File: config.mk
export PLATFORM = sky130hd
export DESIGN_NAME = content_length_deframer_unit
export DESIGN_NICKNAME = d
export VERILOG_FILES = /design/src/sv/cld_pkg.sv /design/src/sv/content_length_deframer_unit.sv
export SDC_FILE = /design/constraint.sdc
export NUM_CORES = 1
export LEC_CHECK = 0
export BUFFER_PORTS_ARGS = -buffer_cell sky130_fd_sc_hd__buf_2
export CAP_MARGIN = 20
export CELL_PAD_IN_SITES_DETAIL_PLACEMENT = 1
export CELL_PAD_IN_SITES_GLOBAL_PLACEMENT = 1
export CORE_ASPECT_RATIO = 0.9
export CORE_UTILIZATION = 43
export DETAILED_ROUTE_END_ITERATION = 16
export PLACE_DENSITY_LB_ADDON = 0.25
export SLEW_MARGIN = 20
export SYNTH_ARGS = -nofsm -noshare
export SYNTH_HDL_FRONTEND = slang
export SYNTH_SLANG_ARGS = --single-unit
File: constraint.sdc
create_clock -name clk -period 3.9 [get_ports clk]
set_input_delay 0.78 -clock clk [delete_from_list [all_inputs] [get_ports clk]]
set_output_delay 0.78 -clock clk [all_outputs]
set_load 0.01 [all_outputs]
File: src/sv/cld_pkg.sv
`default_nettype none

package cld_pkg;

  // Width of the declared body length.
  localparam int LENGTH_BITS = 31;

  // Length of the "Content-Length: " key.
  localparam int KEY_LEN = 16;
  localparam int KEY_IDX_BITS = $clog2(KEY_LEN);

  localparam logic [7:0] CHAR_CR = 8'h0D;
  localparam logic [7:0] CHAR_LF = 8'h0A;
  localparam logic [7:0] CHAR_0  = 8'h30;
  localparam logic [7:0] CHAR_9  = 8'h39;

  // Phase of the length value scan within one header.
  typedef enum logic [1:0] {
    PH_SEARCH = 2'd0,
    PH_VALUE  = 2'd1,
    PH_CR     = 2'd2,
    PH_DONE   = 2'd3
  } value_phase_t;

  // Progress through the CR LF CR LF header terminator.
  typedef enum logic [1:0] {
    TERM_NONE    = 2'd0,
    TERM_CR      = 2'd1,
    TERM_CRLF    = 2'd2,
    TERM_CRLFCR  = 2'd3
  } term_progress_t;

  // Character of the key at the given position.
  function automatic logic [7:0] key_char(input logic [KEY_IDX_BITS-1:0] idx);
    logic [7:0] c;
    unique case (idx)
      4'd0:    c = 8'h43; // C
      4'd1:    c = 8'h6F; // o
      4'd2:    c = 8'h6E; // n
      4'd3:    c = 8'h74; // t
      4'd4:    c = 8'h65; // e
      4'd5:    c = 8'h6E; // n
      4'd6:    c = 8'h74; // t
      4'd7:    c = 8'h2D; // -
      4'd8:    c = 8'h4C; // L
      4'd9:    c = 8'h65; // e
      4'd10:   c = 8'h6E; // n
      4'd11:   c = 8'h67; // g
      4'd12:   c = 8'h74; // t
      4'd13:   c = 8'h68; // h
      4'd14:   c = 8'h3A; // :
      default: c = 8'h20; // space
    endcase
    return c;
  endfunction

endpackage

`default_nettype wire

File: src/sv/content_length_deframer_unit.sv
// Content-Length deframer: splits a byte stream framed as
// "...Content-Length: <n>\r\n...\r\n\r\n<n body bytes>" into message bodies.
// Input channel: one stream byte per transaction (in_valid / in_stall / in_byte).
// Output channel: one transaction per body byte, carrying the byte, first and
// last marks and the declared body length. Header bytes give no transaction.
// Throughput: one byte per cycle while the receiver keeps out_stall low; the
// header matchers and the decimal accumulator (one shift-add and compare) all
// update in the cycle the byte is accepted.
// Output: a body byte is registered and shows on the output in the cycle after it
// is accepted, and is held in the output register until the receiver takes it.
// When the receiver stalls with a transaction pending, in_stall rises and the
// block holds all state until the output register drains; in the same cycle
// the output is taken a new byte can be accepted.
// Reset (rst_n low, synchronous): header mode, all matchers and the length
// cleared, output register empty.
`default_nettype none

module content_length_deframer_unit (
  input  wire logic                           clk,
  input  wire logic                           rst_n,
  input  wire logic                           in_valid,
  output logic                                in_stall,
  input  wire logic [7:0]                     in_byte,
  output logic                                out_valid,
  input  wire logic                           out_stall,
  output logic [7:0]                          out_payload_byte,
  output logic                                out_first_of_message,
  output logic                                out_last_of_message,
  output logic [cld_pkg::LENGTH_BITS-1:0]     out_body_length
);

  localparam int LB = cld_pkg::LENGTH_BITS;
  localparam int KB = cld_pkg::KEY_IDX_BITS;

  // Header and body state.
  logic                     in_body_r, in_body_nxt;
  cld_pkg::term_progress_t  term_r, term_nxt;
  logic [KB-1:0]            key_idx_r, key_idx_nxt;
  cld_pkg::value_phase_t    phase_r, phase_nxt;
  logic [LB-1:0]            acc_r, acc_nxt;
  logic                     invalid_r, invalid_nxt;
  logic [LB-1:0]            remaining_r, remaining_nxt;
  logic [LB-1:0]            declared_r, declared_nxt;

  // Output register.
  logic                     out_valid_r, out_valid_nxt;
  logic [7:0]               out_byte_r, out_byte_nxt;
  logic                     out_first_r, out_first_nxt;
  logic                     out_last_r, out_last_nxt;
  logic [LB-1:0]            out_len_r, out_len_nxt;

  logic                     accept;
  logic                     is_digit;
  logic [LB+3:0]            acc_times10;
  logic [LB+3:0]            acc_new;
  logic                     overflow;
  logic                     key_hit;
  logic [KB:0]              key_cnt;
  logic                     term_done;
  cld_pkg::value_phase_t    phase_upd;
  logic [LB-1:0]            acc_upd;
  logic                     invalid_upd;
  logic [KB-1:0]            key_idx_upd;
  logic [LB-1:0]            len;

  // Stall the sender only while a body byte waits on a stalled receiver.
  assign in_stall = out_valid_r & out_stall;
  assign accept   = in_valid & ~in_stall;

  // Decimal accumulate: acc * 10 + digit, checked against the length range.
  assign is_digit    = (in_byte >= cld_pkg::CHAR_0) && (in_byte <= cld_pkg::CHAR_9);
  assign acc_times10 = {1'b0, acc_r, 3'b000} + {3'b000, acc_r, 1'b0};
  assign acc_new     = acc_times10 + {{(LB+4-4){1'b0}}, in_byte[3:0]};
  assign overflow    = |acc_new[LB+3:LB];

  assign key_hit = (in_byte == cld_pkg::key_char(key_idx_r));
  assign key_cnt = {1'b0, key_idx_r} + {{KB{1'b0}}, 1'b1};

  always_comb begin
    // Key and value scan for this byte.
    phase_upd   = phase_r;
    acc_upd     = acc_r;
    invalid_upd = invalid_r;
    key_idx_upd = key_idx_r;
    unique case (phase_r)
      cld_pkg::PH_SEARCH: begin
        if (key_hit) begin
          if (key_cnt[KB]) begin
            phase_upd   = cld_pkg::PH_VALUE;
            key_idx_upd = '0;
          end else begin
            key_idx_upd = key_cnt[KB-1:0];
          end
        end else if (in_byte == cld_pkg::key_char('0)) begin
          key_idx_upd = {{(KB-1){1'b0}}, 1'b1};
        end else begin
          key_idx_upd = '0;
        end
      end
      cld_pkg::PH_VALUE: begin
        if (in_byte == cld_pkg::CHAR_CR) begin
          phase_upd = cld_pkg::PH_CR;
        end else if (!invalid_r) begin
          if (is_digit && !overflow) begin
            acc_upd = acc_new[LB-1:0];
          end else begin
            invalid_upd = 1'b1;
          end
        end
      end
      cld_pkg::PH_CR: begin
        // A CR not followed by LF belongs to the value and spoils it.
        if (in_byte == cld_pkg::CHAR_LF) begin
          phase_upd = cld_pkg::PH_DONE;
        end else begin
          invalid_upd = 1'b1;
          phase_upd   = (in_byte == cld_pkg::CHAR_CR) ? cld_pkg::PH_CR
                                                       : cld_pkg::PH_VALUE;
        end
      end
      default: ;
    endcase

    // Header terminator tracking.
    term_done = 1'b0;
    term_nxt  = cld_pkg::TERM_NONE;
    if (in_byte == cld_pkg::CHAR_CR) begin
      term_nxt = (term_r == cld_pkg::TERM_CRLF) ? cld_pkg::TERM_CRLFCR
                                                 : cld_pkg::TERM_CR;
    end else if (in_byte == cld_pkg::CHAR_LF) begin
      if (term_r == cld_pkg::TERM_CRLFCR) begin
        term_done = 1'b1;
      end else if (term_r == cld_pkg::TERM_CR) begin
        term_nxt = cld_pkg::TERM_CRLF;
      end
    end

    len = (phase_upd != cld_pkg::PH_SEARCH && !invalid_upd) ? acc_upd : '0;

    // Defaults: hold state, drain the output register when taken.
    in_body_nxt   = in_body_r;
    key_idx_nxt   = key_idx_r;
    phase_nxt     = phase_r;
    acc_nxt       = acc_r;
    invalid_nxt   = invalid_r;
    remaining_nxt = remaining_r;
    declared_nxt  = declared_r;
    out_valid_nxt = out_valid_r & out_stall;
    out_byte_nxt  = out_byte_r;
    out_first_nxt = out_first_r;
    out_last_nxt  = out_last_r;
    out_len_nxt   = out_len_r;

    if (!accept) begin
      term_nxt = term_r;
    end else if (in_body_r) begin
      // Body byte: emit and count down.
      term_nxt      = term_r;
      out_valid_nxt = 1'b1;
      out_byte_nxt  = in_byte;
      out_first_nxt = (remaining_r == declared_r);
      out_last_nxt  = (remaining_r <= {{(LB-1){1'b0}}, 1'b1});
      out_len_nxt   = declared_r;
      if (remaining_r <= {{(LB-1){1'b0}}, 1'b1}) begin
        remaining_nxt = '0;
        in_body_nxt   = 1'b0;
      end else begin
        remaining_nxt = remaining_r - {{(LB-1){1'b0}}, 1'b1};
      end
    end else if (term_done) begin
      // End of header: clear the scan, enter the body if the length is positive.
      term_nxt    = cld_pkg::TERM_NONE;
      key_idx_nxt = '0;
      phase_nxt   = cld_pkg::PH_SEARCH;
      acc_nxt     = '0;
      invalid_nxt = 1'b0;
      if (len != '0) begin
        in_body_nxt   = 1'b1;
        remaining_nxt = len;
        declared_nxt  = len;
      end
    end else begin
      key_idx_nxt = key_idx_upd;
      phase_nxt   = phase_upd;
      acc_nxt     = acc_upd;
      invalid_nxt = invalid_upd;
    end
  end

  always_ff @(posedge clk) begin
    if (!rst_n) begin
      in_body_r   <= 1'b0;
      term_r      <= cld_pkg::TERM_NONE;
      key_idx_r   <= '0;
      phase_r     <= cld_pkg::PH_SEARCH;
      acc_r       <= '0;
      invalid_r   <= 1'b0;
      remaining_r <= '0;
      declared_r  <= '0;
      out_valid_r <= 1'b0;
    end else begin
      in_body_r   <= in_body_nxt;
      term_r      <= term_nxt;
      key_idx_r   <= key_idx_nxt;
      phase_r     <= phase_nxt;
      acc_r       <= acc_nxt;
      invalid_r   <= invalid_nxt;
      remaining_r <= remaining_nxt;
      declared_r  <= declared_nxt;
      out_valid_r <= out_valid_nxt;
    end
  end

  // Output payload needs no reset.
  always_ff @(posedge clk) begin
    out_byte_r  <= out_byte_nxt;
    out_first_r <= out_first_nxt;
    out_last_r  <= out_last_nxt;
    out_len_r   <= out_len_nxt;
  end

  assign out_valid            = out_valid_r;
  assign out_payload_byte     = out_byte_r;
  assign out_first_of_message = out_first_r;
  assign out_last_of_message  = out_last_r;
  assign out_body_length      = out_len_r;

endmodule

`default_nettype wire

Word-level counts from Yosys, hierarchy flattened:

Memory sizes are Yosys's and may differ from the RTL's. A register that Yosys moved wholly into a read port is not among the register bits.
Index checks and enable logic that the tools add are counted.

* $add $sub $neg: 4
* magnitude comparators: 3
* equal/unequal tests: 10
* muxes and demuxes: 45
* bitwise logic cells: 4
* reduce and logical (&&, ||, !) cells: 17

Operator list (number)
* 31-bit two-way mux: 10
* 34-bit by 32-bit adder with 35-bit output: 1
* 35-bit by 4-bit adder with 35-bit output: 1
* 31-bit == test: 1
* 31-bit by 1-bit <= comparator with 1-bit output, second input constant: 1
* 31-bit nonzero test: 1
* 31-bit by 1-bit subtractor with 31-bit output, second input constant: 1
* 2-bit two-way mux: 12
* 4-bit two-way mux: 6
* 8-bit by 4-bit == test with 1-bit output, second input constant: 2
* 1-bit two-way mux: 15
* 8-bit by 7-bit == test with 1-bit output, second input constant: 1
* 8-bit == test: 1
* 8-bit by 6-bit greater-or-equal comparator with 1-bit output, second input constant: 1
* 8-bit by 6-bit <= comparator with 1-bit output, second input constant: 1
* 2-bit nonzero test: 4
* 2-bit == test, second input constant: 3
* 2-bit one-hot mux with 3 select lines: 1
* 3-bit AND reduction: 2
* 4-bit by 1-bit adder with 5-bit output, second input constant: 1
* 2-bit by 1-bit == test with 1-bit output, second input constant: 2
* 2-bit AND reduction: 2
* 4-bit AND reduction: 1
* 4-bit OR reduction: 1
* 6 further kinds: 11

* flip-flop bits (word level): 145
* bits in read-only memories: 112
* input port bits: 12
* output and inout bits: 43
* logic and storage cells: 97
* memories: 1

Memory list
* (no name shown): depth 16, bits a word 7, read ports 1, clocked after Yosys merged registers in 1, wr ports 0, line cld_pkg.sv:36 `unique case (idx)`

Longest topological paths before layout:

Gate-level depths: netlist of the first run.

* depth in word-level cells: 16
* gate-level depth with buffers: 17
* depth with buffers taken out: 15

Worst setup path before layout of the first run:

No wires, ideal clock.

* path type: in2reg
* from: input in_byte[3]
* to: register remaining_r[8]
* arrival: 3.884 ns
* data required time: 3.760 ns
* setup slack: -0.124 ns
* stages: 15
* path buffers: 1
* cells stage by stage: fa_1 -> inv_1 -> fa_1 -> nand2b_1 -> a21oi_1 -> o21ai_1 -> o211ai_2 -> a311oi_1 -> mux2_2 -> o211ai_2 -> buf_8 -> mux2i_1 -> nor2_1 -> a21oi_1 -> a211oi_2

* cells in the longest elaborated chain, start to end: 14

RTL lines
* start, declared: line content_length_deframer_unit.sv:23 `input wire logic [7:0] in_byte,`
* 35-bit by 4-bit adder with 35-bit output: line content_length_deframer_unit.sv:73 `assign acc_new = acc_times10 + {{(LB+4-4){1'b0}}, in_byte[3:0]};`
* 4-bit OR reduction: line content_length_deframer_unit.sv:74 `assign overflow = |acc_new[LB+3:LB];`
* 1-bit logical NOT: line content_length_deframer_unit.sv:104 `if (is_digit && !overflow) begin`
* 1-bit logical AND: line content_length_deframer_unit.sv:104
* 1-bit two-way mux: line content_length_deframer_unit.sv:104
* 1-bit two-way mux: line content_length_deframer_unit.sv:103 `end else if (!invalid_r) begin`
* 1-bit two-way mux: line content_length_deframer_unit.sv:101 `if (in_byte == cld_pkg::CHAR_CR) begin`
* 1-bit one-hot mux with 2 select lines: line content_length_deframer_unit.sv:85 `unique case (phase_r)`
* 1-bit logical NOT: line content_length_deframer_unit.sv:138 `len = (phase_upd != cld_pkg::PH_SEARCH && !invalid_upd) ? acc_upd : '0;`
* 1-bit logical AND: line content_length_deframer_unit.sv:138
* 31-bit two-way mux: line content_length_deframer_unit.sv:138
* 31-bit nonzero test / 31-bit two-way mux (equally long branches): line content_length_deframer_unit.sv:177 `if (len != '0) begin`
* 2-bit nonzero test (no source line) / 31-bit two-way mux (equally long branches)
* 3-bit AND reduction (no source line) / 31-bit two-way mux (equally long branches)
* end signal, assigned: line content_length_deframer_unit.sv:208 `remaining_r <= remaining_nxt;`
* end, declared: line content_length_deframer_unit.sv:42 `logic [LB-1:0] remaining_r, remaining_nxt;`

Parallel ways exist; a longest one is shown, timed or not. The select of a mux whose other input is x is not followed.
A chain may end at the register's enable or synchronous reset.

Final worst setup path of the first run:

* from: input in_byte[3]
* to: register remaining_r[12]

Same word-level chain as after synthesis.

==> metrics.cfg, run 1 <==
[sta]
fin_crit_ns = 3.80
tightest_slew_ns = 0.886
drv_slew = 0
hold_violations = 0
finalCritPeriodShare_pct = 97.4
setup_viol = 0
slew_headroom_pct = 40.4
fmax_mhz = 263
timing.hold.ws_ns = 0.488
fin_skew_ns = 0.0130
setup_tns_ns = 0

[worst_setup_path]
crit_fanout = 7
worst_path_largest_cell_delay_ns = 0.49
crit_path_end_kind = register
cp_data_arrival_time_ns = 4.13
cp_num_buf_inv = 3
worstPathRequired_ns = 4.23
r2r-start = acc_r[2]
reg2reg_slack_ns = 0.13
reg2regPathDepth = 15
critical_path.top_delay_family = compound AO/OA/AOI/OAI gates
worstSetupStartpointType = input port
cp_cell_sequence = buf_2 > fa_1 > ha_1 > a21oi_1 > nand4b_1 > a211oi_2 > o2111ai_1 > and3_1 > mux2_4 > o211ai_4 > buf_12 > buf_12 > mux2i_1 > nor2_1 > a21oi_1 > a21oi_1
crit_slowest_cell = fa_1
timing.rr.end = remaining_r[12]
crit_top_cell = a21oi_1
worstSetupPathType = input port to register

[cells_and_area]
diodes = 0
nNetsFinal = 1321
fin_area_um2 = 12100
drive_above_1_share_pct = 25.3
syn_to_final_growth_pct = 22.7
fin_cells = 1544

[synth]
ys.warnings.count = 0
synthTopCellsByArea = dfxtp_1 (22%), edfxtp_1 (12%), ha_1 (9.2%)
synth_top_cell_by_area = dfxtp_1
syn_area_per_cell_um2 = 8.95
synth.top_cell.area_share_pct = 22.5
yosys.cell_count.top_type = nor2_1
ys.flop_type = dfxtp_1
synthArstFlopShare_pct = 0
synth_common_cells = nor2_1 (123), dfxtp_1 (111), a21oi_1 (100)
netlist_area_um2 = 9900
seq_area_frac_synth_pct = 34.9
ys_types = 88
syn_inst = 1106
synth_fp_nets = 1193
synth_seq_cells = 152
synth-edff-count = 41

[job]
maxCapViolations = 0

[global_routing]
grt_usage_pct = 27.9
gr-usage-met2_pct = 47.1
grt_busiest_layer = met2
use_met3_pct = 4.30
grt_overflow = 0
grtUsageMet1_pct = 36.2
grt_pass1_vias = 9293
antenna_found_initial = 0
grt_start_max_net_pins = 56
grt_pass1_wl_mm = 51.1

[clock_tree]
clock_latency_ns = 0.45
cts.sinks = 152
clk_pin_slew_worst_paths_ns = 0.07
hold_buffers = 0
cts_tree = done
cts_buffers = 17
clock-root-buffer = clkbuf_16
clk_path_buf_depth = 2
h-tree-depth = 4

[floorplanning]
die_w_um = 162
initial_core_util_pct = 44.0
die_h_um = 146
row_count = 52
ios = 55
dieArea_um2 = 23600
coreArea_um2 = 22500

[detailed_routing]
ant_nets = 0
routed_wl_mm = 32.8
first_pass_iters = 4
vias = 9098
avgViaCountPerCell = 5.89
dr.first_iter.drc_count = 530
drc = 0
avgRoutedWirePerCell_um = 21.2

[worst_hold_path]
hold_depth = 0
holdPathEnd = out_body_length[27]
hold_path.class = register to register
worstHoldStart = declared_r[27]

[placed_design]
dpl.hpwl_mm = 24.0
dpl_cell_area_um2 = 11300
place_congestion = 0.846
portBuffers = 54
dp.cells = 1507

[outcome]
status = completed

[power]
p_leak_nw = 5.05
power.density_nw_per_um2 = 286
total_power_mw = 3.47
peakVddDrop_v = 0.000205

## worst max path at each step
stage,startpoint,depth (start not counted),slack (ns),end
2_1_floorplan,in_byte[3],15,0.006,remaining_r[16]
3_3_place_gp,in_byte[3],16,-0.36,declared_r[21]
3_5_place_dp,in_byte[3],14,-0.45,remaining_r[4]
4_1_cts,in_byte[3],17,0.0006,acc_r[10]
5_1_grt,acc_r[23],14,-0.09,remaining_r[11]
6_report,in_byte[3],16,0.10,remaining_r[12]
## worst register-to-register path, delay by kind of cell, from the launching register on
| kind | cells | cell delay, ns |
|---|---|---|
| DFF | 1 | 0.44 |
| AOI/OAI and AO/OA | 6 | 0.85 |
| and+or+nand+nor | 3 | 0.57 |
| muxes | 2 | 0.70 |
| buffers and inverters | 2 | 0.31 |
| adders and majority gates | 2 | 0.80 |
## cell usage in the layout (no fill, tap or decap), types with 31 or more instances in the layout
master	count
a21oi_1	98
buf_2	54
buf_4	101
dfxtp_1	104
edfxtp_1	41
ha_1	67
nand2_1	74
nand3_1	49
nor2_1	122
o21ai_0	45
xnor2_1	31
xor2_1	50
## metrics by stage
stage	setup WS [ns]	utilization [%]
floorplan	0.00616	-
global placement	-0.359	50.3
detailed placement	-0.454	50.3
CTS	0.000580	53.1
global route	-0.0894	53.9
finish	0.101	53.9
## kinds of logic after synthesis
group | after synthesis | share of synthesized area, %
adder cells (fa/ha/maj) | 75 | 9.63
XOR/XNOR | 81 | 7.17
flip-flops | 152 | 34.9
AND/OR/NAND/NOR | 371 | 18.8
buffers and inverters | 91 | 4.39
AO/OA/AOI/OAI | 303 | 21.8
multiplexers | 33 | 3.36
## state kept, by name (all words and copies together) (netlist names), named ones only
signal / flops
key_idx_r: 4
acc_r: 31
out_first_of_message: 1
out_body_length: 31
in_body_r: 1
phase_r: 2
declared_r: 31
out_payload_byte: 8
remaining_r: 31
out_valid: 1
invalid_r: 1
out_last_of_message: 1
term_r: 2
## layout make-up
type | instances | area [um^2]
fill | 2667 | 10400
clock inverter | 14 | 179
tap | 297 | 372
sequential | 152 | 3460
inverter | 31 | 116
timing repair buffer | 169 | 1320
clock buffer | 18 | 429
multi-input combinational | 863 | 6260
## where the power goes
group	leakage (nW)	total (mW)	switching (mW)	internal, mW
clock	0.300	1.78	0.801	0.975
combinational	3.48	0.0847	0.0635	0.0212
sequential	1.27	1.61	0.0000924	1.61
total	5.05	3.47	0.865	2.61
## metal layers
| layer | up-vias | wire [um] |
|---|---|---|
| li1 | 4335 | - |
| met5 | - | 0 |
| met1 | 4514 | 15000 |
| met4 | 0 | 835 |
| met3 | 66 | 1110 |
| met2 | 183 | 15800 |
## repair_timing
item | CTS | global route
pin swaps | 0 | 11
gates cloned | 0 | 2
setup endpoints to repair | 9 | 92
resized for setup | 7 | 31
buffers inserted | 0 | 3
Note: power is estimated with default switching activity, not from simulation.
==> run 2, diff against run 1 <==
- RECOVER_POWER: default -> 25
==> metrics.cfg, run 2 (synthesized netlist as in run 1, its figures left out) <==
[floorplanning]
die_w_um = 162  ; unchanged
ios = 55  ; unchanged
coreArea_um2 = 22500  ; unchanged
initial_core_util_pct = 44.0  ; unchanged
row_count = 52  ; unchanged
die_h_um = 146  ; unchanged
dieArea_um2 = 23600  ; unchanged

[cells_and_area]
fin_util_pct = 53.8  ; -0.18 points
final_common_cell = nor2_1
syn_to_final_growth_pct = 22.3
drive_above_1_share_pct = 23.3  ; -2.1 points
fill_cells = 2685  ; +0.67%
layout_common_cells = nor2_1 (122), dfxtp_1 (104), a21oi_1 (98), buf_4 (97), nand2_1 (74)
fin_cells = 1545  ; +0.065%
fin_area_um2 = 12100  ; -0.33%
nNetsFinal = 1321  ; unchanged

[global_routing]
grt_pass1_vias = 9293  ; unchanged
grt_usage_pct = 27.9  ; unchanged
antenna_found_initial = 0  ; unchanged
grt_overflow = 0  ; unchanged
grt_pass1_wl_mm = 51.1  ; unchanged
grt_start_max_net_pins = 56  ; unchanged

[power]
p_leak_nw = 4.98  ; -1.5%
power.density_nw_per_um2 = 287  ; +0.25%
peakVddDrop_v = 0.000205  ; about the same
total_power_mw = 3.47  ; about the same

[sta]
setup_viol = 0  ; unchanged
slew_headroom_pct = -53.8  ; -94 points
finalCritPeriodShare_pct = 97.1  ; -0.28 points
setup_tns_ns = 0  ; unchanged
fin_skew_ns = 0.0148  ; +0.00188 ns
hold_violations = 0  ; unchanged
tightest_slew_ns = 2.31  ; +1.42 ns
fin_crit_ns = 3.79  ; -0.0110 ns
timing.hold.ws_ns = 0.487  ; -0.00126 ns
fmax_mhz = 264  ; +0.29%
drv_slew = 43  ; +43
worst_slack_ns = 0.112  ; +0.0110 ns

[worst_setup_path]
crit_slowest_cell = fa_1
worstPathRequired_ns = 4.23  ; about the same
r2r-start = acc_r[2]
cp_num_cells = 16  ; unchanged
worstSetupStartpointType = input port
reg2regPathDepth = 15  ; unchanged
reg2reg_slack_ns = 0.13  ; about the same
worst_path_largest_cell_delay_ns = 0.49  ; about the same
crit_top_cell = a21oi_1
cp_num_buf_inv = 3  ; unchanged
timing.rr.end = remaining_r[12]
crit_fanout = 7  ; unchanged
crit_start = in_byte[3]
critical_path.top_delay_family = compound AO/OA/AOI/OAI gates
worstSetupPathType = input port to register
cp_cell_sequence = buf_2 > fa_1 > ha_1 > a21oi_1 > nand4b_1 > a211oi_2 > o2111ai_1 > and3_1 > mux2_4 > o211ai_4 > buf_12 > buf_12 > mux2i_1 > nor2_1 > a21oi_1 > a21oi_1
crit_path_end_kind = register
cp_data_arrival_time_ns = 4.12  ; about the same
crit_end = remaining_r[12]

[detailed_routing]
vias = 9078  ; -0.22%
first_pass_iters = 5  ; +1
avgRoutedWirePerCell_um = 21.2  ; about the same
dr.first_iter.drc_count = 502  ; -5.3%
ant_nets = 0  ; unchanged
routed_wl_mm = 32.8  ; about the same
avgViaCountPerCell = 5.88  ; -0.28%
drc = 0  ; unchanged

[placed_design]
place_congestion = 0.846  ; unchanged
dpl.hpwl_mm = 24.0  ; unchanged
pre_cts_slack_ns = -0.454  ; unchanged
dp.cells = 1507  ; unchanged
dpl_cell_area_um2 = 11300  ; unchanged
portBuffers = 54  ; unchanged

[clock_tree]
cts.sinks = 152  ; unchanged
clk_pin_slew_worst_paths_ns = 0.07  ; about the same
hold_buffers = 0  ; unchanged
cts_tree = done
clock_latency_ns = 0.45  ; about the same
clk_path_buf_depth = 2  ; unchanged
h-tree-depth = 4  ; unchanged
cts_buffers = 17  ; unchanged
clock-root-buffer = clkbuf_16

[outcome]
status = complete, but fails checks
violations = capacitance limit, slew limit

[job]
maxCapViolations = 1  ; +1

[worst_hold_path]
hold_path.class = register to register

run 2: changes by cell type in the layout (fill, tap and decap cells not counted):
cell      change
buf_2        -22
buf_4         -4
clkbuf_1     +26
diode_2       +1
run 2: area by class of cell:
type                    instances  area (um^2)  area share, %
clock buffers                  18          429           3.55
repair buffers                169         1280           10.5
diodes                          1         2.50         0.0207
inverters                      31          116          0.962
well taps                     297          372           3.07
multi-input cells             863         6260           51.8
flip-flops and latches        152         3460           28.6
clock inverters                14          179           1.48
run 2: what timing repair did:
item,4_1_cts,5_1_grt
endpoints found under the setup margin,9,92
pin swaps,0,11
buffers inserted,0,3
gates resized for setup,7,31
cloned,0,2
run 2: layer usage:
layer / track usage (%) / wire length (um) / vias to the layer above
li1: - / - / 4337
met1: 36.2 / 15000 / 4496
met2: 47.1 / 15900 / 180
met3: 4.30 / 1130 / 65
met4: 9.25 / 829 / 0
met5: 0 / 0 / -
run 2: power by group:
| part | total [mW] | switching [mW] | internal [mW] |
|---|---|---|---|
| Clock | 1.78 | 0.800 | 0.975 |
| Sequential | 1.61 | 0.0000905 | 1.61 |
| Combinational | 0.0826 | 0.0636 | 0.0190 |
run 2: how the worst min path moves through the flow:
stage,startpoint,end,cells past startpoint
6_report,declared_r[27],out_body_length[27],0
5_1_grt,declared_r[15],out_body_length[15],0
4_1_cts,declared_r[18],out_body_length[18],0
3_5_place_dp,declared_r[8],out_body_length[8],0
3_3_place_gp,declared_r[15],out_body_length[15],0
2_1_floorplan,declared_r[0],out_body_length[0],0
